[config.mk]
export PLATFORM = sky130hd
export DESIGN_NAME = pfcw_front
export DESIGN_NICKNAME = d
export VERILOG_FILES = /design/src/rtl/pfcw_pkg.sv /design/src/rtl/pfcw_front.sv
export SDC_FILE = /design/constraint.sdc
export NUM_CORES = 1
export LEC_CHECK = 0
export ABC_AREA = 1
export BUFFER_PORTS_ARGS = -buffer_cell sky130_fd_sc_hd__buf_2
export CAP_MARGIN = 10
export CELL_PAD_IN_SITES_DETAIL_PLACEMENT = 0
export CELL_PAD_IN_SITES_GLOBAL_PLACEMENT = 1
export CORE_MARGIN = 4
export CORE_UTILIZATION = 43
export DETAILED_ROUTE_END_ITERATION = 8
export HOLD_SLACK_MARGIN = 0.06
export PLACE_DENSITY = 0.86
export SLEW_MARGIN = 40
export SYNTH_ARGS = -nofsm -noshare
export SYNTH_HDL_FRONTEND = slang
export SYNTH_SLANG_ARGS = --single-unit
[constraint.sdc]
create_clock -name clk -period 6.2 [get_ports clk]
set_input_delay 1.24 -clock clk [delete_from_list [all_inputs] [get_ports clk]]
set_output_delay 1.24 -clock clk [all_outputs]
set_load 0.01 [all_outputs]
[src/rtl/pfcw_pkg.sv]
`timescale 1ns / 1ps
package pfcw_pkg;

	localparam int COLUMNS = 128;
	localparam int PAGES = 8;
	localparam int CELLS = COLUMNS * PAGES;
	localparam int COL_W = $clog2(COLUMNS);
	localparam int PG_W = (PAGES > 1) ? $clog2(PAGES) : 1;
	localparam int ADDR_W = $clog2(CELLS);

	// Command queue between front and back; depth must be a power of two.
	localparam int CQ_DEPTH = 2;
	localparam int CQ_PTR_W = $clog2(CQ_DEPTH);
	localparam int CQ_CNT_W = CQ_PTR_W + 1;

	// Result queue at the output; depth must be a power of two.
	localparam int RQ_DEPTH = 4;
	localparam int RQ_PTR_W = $clog2(RQ_DEPTH);
	localparam int RQ_CNT_W = RQ_PTR_W + 1;

	localparam logic [2:0] KIND_SET = 3'd0;
	localparam logic [2:0] KIND_WRITE = 3'd1;
	localparam logic [2:0] KIND_FILL = 3'd2;
	localparam logic [2:0] KIND_INVERT = 3'd3;
	localparam logic [2:0] KIND_READ = 3'd4;

	localparam logic [2:0] OP_NOP = 3'd0;
	localparam logic [2:0] OP_SET = 3'd1;
	localparam logic [2:0] OP_WRITE = 3'd2;
	localparam logic [2:0] OP_FILL = 3'd3;
	localparam logic [2:0] OP_INVERT = 3'd4;
	localparam logic [2:0] OP_READ = 3'd5;

	typedef struct packed {
		logic [2:0] kind;
		logic [6:0] x_first;
		logic [6:0] x_last;
		logic [2:0] page_first;
		logic [2:0] page_last;
		logic [7:0] column_byte;
		logic       invert_write;
	} item_t;

	typedef struct packed {
		logic [7:0] read_byte;
		logic [6:0] cursor_column;
		logic [2:0] cursor_page;
	} result_t;

	typedef struct packed {
		logic [COL_W-1:0] col;
		logic [PG_W-1:0]  pg;
	} cursor_t;

	typedef struct packed {
		logic [2:0]       op;
		logic [COL_W-1:0] col_a;
		logic [COL_W-1:0] col_b;
		logic [PG_W-1:0]  pg_a;
		logic [PG_W-1:0]  pg_b;
		logic [7:0]       data;
	} cmd_t;

	function automatic logic [COL_W-1:0] clamp_col(logic [6:0] x);
		if (int'(x) > COLUMNS - 1) begin
			return COL_W'(COLUMNS - 1);
		end
		return COL_W'(x);
	endfunction

	function automatic logic [PG_W-1:0] clamp_page(logic [2:0] p);
		if (int'(p) > PAGES - 1) begin
			return PG_W'(PAGES - 1);
		end
		return PG_W'(p);
	endfunction

	function automatic logic [ADDR_W-1:0] cell_addr(logic [COL_W-1:0] col, logic [PG_W-1:0] pg);
		return ADDR_W'(pg) * ADDR_W'(COLUMNS) + ADDR_W'(col);
	endfunction

	// Step the cursor by one cell; the last cell of the store is sticky.
	function automatic cursor_t advance(cursor_t c);
		cursor_t n;
		n = c;
		if (int'(c.col) == COLUMNS - 1) begin
			if (int'(c.pg) != PAGES - 1) begin
				n.col = '0;
				n.pg = c.pg + 1'b1;
			end
		end else begin
			n.col = c.col + 1'b1;
		end
		return n;
	endfunction

endpackage

[src/rtl/pfcw_front.sv]
`timescale 1ns / 1ps
module pfcw_front (
	input  logic           clk,
	input  logic           arst_n,
	input  logic           push,
	output logic           full,
	input  pfcw_pkg::item_t item,
	input  logic           hold,
	output logic           cmd_valid,
	output pfcw_pkg::cmd_t cmd,
	input  logic           cmd_take
);
	import pfcw_pkg::*;

	cmd_t                dec;
	cmd_t                cq_q [CQ_DEPTH];
	logic [CQ_PTR_W-1:0] wr_ptr_q;
	logic [CQ_PTR_W-1:0] rd_ptr_q;
	logic [CQ_CNT_W-1:0] count_q;
	logic                push_ok;

	// Clamp coordinates and fold the corner cases of invert rectangle into simpler ops.
	always_comb begin
		dec.op = OP_NOP;
		dec.col_a = clamp_col(item.x_first);
		dec.col_b = clamp_col(item.x_last);
		dec.pg_a = clamp_page(item.page_first);
		dec.pg_b = clamp_page(item.page_last);
		dec.data = item.column_byte;
		case (item.kind)
			KIND_SET: begin
				dec.op = OP_SET;
			end
			KIND_WRITE: begin
				dec.op = OP_WRITE;
				if (item.invert_write) begin
					dec.data = ~item.column_byte;
				end
			end
			KIND_FILL: begin
				dec.op = OP_FILL;
			end
			KIND_INVERT: begin
				// An empty column range only moves the cursor to the left column of the
				// bottom page; an empty page range leaves the store and the cursor as they are.
				if (dec.pg_a <= dec.pg_b) begin
					if (dec.col_a <= dec.col_b) begin
						dec.op = OP_INVERT;
					end else begin
						dec.op = OP_SET;
						dec.pg_a = dec.pg_b;
					end
				end
			end
			KIND_READ: begin
				dec.op = OP_READ;
			end
			default: begin
				dec.op = OP_NOP;
			end
		endcase
	end

	assign full = (count_q == CQ_CNT_W'(CQ_DEPTH)) || hold;
	assign push_ok = push && !full;
	assign cmd_valid = (count_q != '0);
	assign cmd = cq_q[rd_ptr_q];

	always_ff @(posedge clk or negedge arst_n) begin
		if (!arst_n) begin
			wr_ptr_q <= '0;
			rd_ptr_q <= '0;
			count_q <= '0;
		end else begin
			if (push_ok) begin
				wr_ptr_q <= wr_ptr_q + 1'b1;
			end
			if (cmd_take) begin
				rd_ptr_q <= rd_ptr_q + 1'b1;
			end
			count_q <= count_q + CQ_CNT_W'(push_ok) - CQ_CNT_W'(cmd_take);
		end
	end

	always_ff @(posedge clk) begin
		if (push_ok) begin
			cq_q[wr_ptr_q] <= dec;
		end
	end

endmodule

-- Word level (Yosys, flattened, before mapping)
Memories as Yosys holds them, arrays and structs flattened.
Index checks and enable logic that the tools add are counted.
- add/sub/neg operators: 4
- magnitude comparators: 2
- eq/ne operators: 5
- muxes and demuxes: 10
- bitwise operators: 1
- reduce and logical (&&, ||, !) cells: 5
- operators with widths (cell ; count):
    $mux W8 ; 2
    $mux W3 ; 5
    $pmux W3 S5 ; 1
    $not A8 Y8 ; 1
    $le A7 B7 Y1 ; 1
    $eq A3 B2 Y1 const B ; 2
    $eq A3 B1 Y1 const B ; 1
    $eq A3 B3 Y1 const B ; 1
    $le A3 B3 Y1 ; 1
    $logic_not A3 Y1 ; 1
    $add A1 B1 Y1 const B ; 2
    $add A2 B1 Y2 ; 1
    $eq A2 B2 Y1 const B ; 1
    $mux W1 ; 2
    $reduce_bool A2 Y1 ; 1
    $sub A2 B1 Y2 ; 1
    $logic_and A1 B1 Y1 ; 1
    $logic_not A1 Y1 ; 1
    $logic_or A1 B1 Y1 ; 1
- flip-flop bits (word level): 4
- memory bits (writable): 62
- input port bits: 37
- output and inout bits: 33
- memories kept: 1
- memories (memory ; words ; width ; rd ports ; clocked after memory_dff ; write ports ; RTL line ; text):
    cq_q ; 2 ; 31 ; 1 ; 0 ; 1 ; pfcw_front.sv:16 ; cmd_t cq_q [CQ_DEPTH];

-- Logic depth before layout (Yosys ltp)
- word-level depth: 6
- mapped depth: 9
- gate-level depth less buffers: 9

-- Least setup slack after synthesis
Ideal clock, no wire load.
- path type: input -> register
- start: input hold
- end: memory cq_q[0][0] (netlist bit) (enable)
- library setup time: 0.419 ns
- arrival: 2.779 ns
- data required time: 5.781 ns
- path slack: 3.002 ns
- stages: 3
- path through: inv_1 > nand3_1 > nor2_1
- longest elaborated chain between the ends: 5
- ends and longest elaborated chain (item ; RTL line ; text):
    start, declared ; pfcw_front.sv:8 ; input logic hold,
    $logic_or A1 B1 Y1 ; pfcw_front.sv:64 ; assign full = (count_q == CQ_CNT_W'(CQ_DEPTH)) || hold;
    $logic_not A1 Y1 ; pfcw_front.sv:65 ; assign push_ok = push && !full;
    $logic_and A1 B1 Y1 ; pfcw_front.sv:65 ;
    $mux W1 ; pfcw_front.sv:86 ; if (push_ok) begin
    $mux W1 (implied by the code) ; pfcw_front.sv:87 ; cq_q[wr_ptr_q] <= dec;
    end, declared ; pfcw_front.sv:16 ;
Every way passes these cells.

==> results.ini <==
[status]
status=finished, final reports clean

[logic_synthesis]
synth_top_area_share_pct=63.43
yosysSeqAreaShare_pct=66.84
netlist_instances=194
synth-seq-cells=66
yosysTopAreaCell=edfxtp_1
avgSynthCellArea_sq_um=15.13
synth_warnings=0
syn-num-nets=243
synth.top_cells.by_area=edfxtp_1 63%, mux2_2 11%, ha_1 5.1%
synthesis.area_sq_um=2935
synth_cell_type_count=25

[sta]
slew_headroom_pct=53.86
timing.fmax_mhz=307.2
rsz0062_at_grt=false
finalHoldViolCount=0
skew_ps=4.802
tightestPinTransition_ps=692.0
finalCritPeriodShare_pct=52.51
finalCriticalPeriod_ps=3255
slew_violations=0
setup_viol=0
tns_ps=0

[clock_tree]
cts_setup_buffers=0
ctsHoldBuffers=0
clockBufferDepth=2
clkSinkCount=66
clkTransAtPathRegs_ps=70
cts_tree=built
cts_resized=0
clock_latency_ps=330
cts_made_buffers=9
cts-root-buf=clkbuf_8
htreeDepth=3

[setup_path]
path_class=reg -> out
critical_path.endpoint_type=primary output
cp-startpoint=rd_ptr_q$_DFFE_PN0P_
timing.rr.start=count_q[1]$_DFF_PN0_
critPathLaunchType=register
cp_max_fo=17
regToRegSetupSlack_ps=4420
required_ps=4960
worstPathArrival_ps=2020

[pwr]
switching_power_w=0.0003787
sw_frac_of_total_pct=28.13
p_int_w=0.0009676
pwr-share-seq_pct=44.5
power.density_nw_per_um2=370.2
irDropWorstVdd_uv=125.8
leakage_nw=1.523
power_frac_comb_pct=27.7
clkPwrFrac_pct=27.8

[global_routing]
antenna_found_initial=0
grt_usage_pct=13.37
grt_max_degree=18
grt_pass1_wl_mm=8.528
gr-total-overflow=0
grt_pass1_vias=1807

[worst_hold_path]
hp-class=reg -> reg
min_from=count_q[0]$_DFF_PN0_

[detailed_routing]
drc=0
drt_iter0_markers=45
via_count=1709
viasPerCell=4.801
dr.pass1.iters=4
drtAntennaViolNets=0
drt_wl_total_mm=5.100
post_drt_wl_per_cell_um=14.33

[floorplan]
die_w_um=90.62
die_y_um=90.62
core_sq_um=6495
rows=29
die_area_sq_um=8212
num_io_pins=70
start_util_pct=45.19

[final_layout]
fin_nets=323
area_growth_pct=23.91
drive_gt1_share_pct=46.24
num_antenna_cells=0
n_fill_cell=550
layout.cells.non_filler=356

[placement]
routabilityCongestion=0.7522
hpwl_mm=3.731
port_buffers=69
place_inst=340

[flow_run]
maxCapViolations=0

==> cells by family (layout without fill, tap and decap cells) <==
family | Yosys count | count (layout) | synth area share [%]
simple gates | 43 | 43 | 7.587
xor+xnor | 12 | 12 | 3.581
compound gates | 5 | 5 | 1.364
fa+ha+maj | 12 | 12 | 5.115
mux | 31 | 31 | 11.89
flops | 66 | 66 | 66.84
buf+inv | 25 | 110 | 3.623
==> power groups by stage <==
stage               Combinational (W)  Sequential, W  Clock [W]
floorplan                    0.000261       0.000584          0
global placement             0.000360       0.000606          0
detailed placement           0.000379       0.000610          0
CTS                          0.000382       0.000601   0.000382
global route                 0.000408       0.000607   0.000404
finish                       0.000373       0.000599   0.000374
==> flip-flops by register name, indices dropped and copies added (netlist names) <==
register  flops
wr_ptr_q      1
count_q       2
cq_q         62
rd_ptr_q      1
==> critical path, cell delays in order (launching register included) <==
cell and delay [ps]:
dfrtp_1 790, buf_4 380, mux2_2 370, buf_2 140
==> metrics by stage <==
stage                     util [%]  area [sq um]  hold WS, ps  power [W]  worst slack [ps]
after CTS                    56.00          3637        558.8   0.001364              2898
after floorplan                  -          2935        492.1  0.0008446              3002
after detailed placement     52.80          3430        531.6  0.0009886              3268
final                        56.00          3637        556.0   0.001346              2945
after global routing         56.00          3637        580.8   0.001420              2822
after global placement       51.92          3372        509.7  0.0009664              3303
==> cell usage after synthesis <==
| library cell | instances |
|---|---|
| a21oi_1 | 3 |
| a21oi_2 | 1 |
| a21oi_4 | 1 |
| buf_4 | 3 |
| clkbuf_2 | 1 |
| dfrtp_1 | 4 |
| edfxtp_1 | 62 |
| ha_1 | 12 |
| inv_1 | 19 |
| inv_2 | 2 |
| mux2_1 | 2 |
| mux2_2 | 29 |
| nand2_1 | 22 |
| nand2_2 | 2 |
| nand3_1 | 5 |
| nand3_2 | 1 |
| nand3b_1 | 1 |
| nand4_1 | 3 |
| nand4_2 | 1 |
| nor2_1 | 4 |
| nor2_2 | 2 |
| nor2_8 | 1 |
| or2_2 | 1 |
| xnor2_1 | 2 |
| xor2_1 | 10 |
==> cell type report <==
class,instances,area [sq um],area share [%]
clock inverters,7,83.83,2.305
multi-input cells,103,882.1,24.25
clock buffers,9,123.9,3.406
inverters,21,78.83,2.167
well taps,77,96.34,2.649
flip-flops and latches,66,1962,53.94
repair buffers,73,410.4,11.28
==> layer usage <==
metal  GRT usage, %  up-vias  wire (um)  share of wire [%]
li1               -      854          -                  -
met1          15.74      804       2206                 43
met2          22.11       44       2515                 49
met3          4.417        7        309                6.1
met4          6.122        0         68                1.3
met5              0        -          0                  0
==> path summary, 6_finish.rpt <==
path | cells past startpoint | end
worst max-delay path | 3 | cmd[6]
worst min-delay path | 1 | count_q[0]$_DFF_PN0_
worst max register to register | 4 | cq_q[1][13]$_DFFE_PP_
worst min register to register | 1 | count_q[0]$_DFF_PN0_
max in group asynchronous | 1 | count_q[0]$_DFF_PN0_
min in group asynchronous | 1 | wr_ptr_q$_DFFE_PN0P_
==> cells in the final DEF, fill, tap and decap left out, drive strengths merged <==
cell	instances
buf	73
a21oi	5
inv	21
nand3b	1
nand3	6
xnor2	2
clkbuf	9
dfrtp	4
nand4	4
clkinvlp	1
clkinv	4
ha	12
or2	1
bufinv	2
xor2	10
nor2	7
nand2	24
edfxtp	62
mux2	31
No activity file was read; power rests on OpenSTA's default activity.
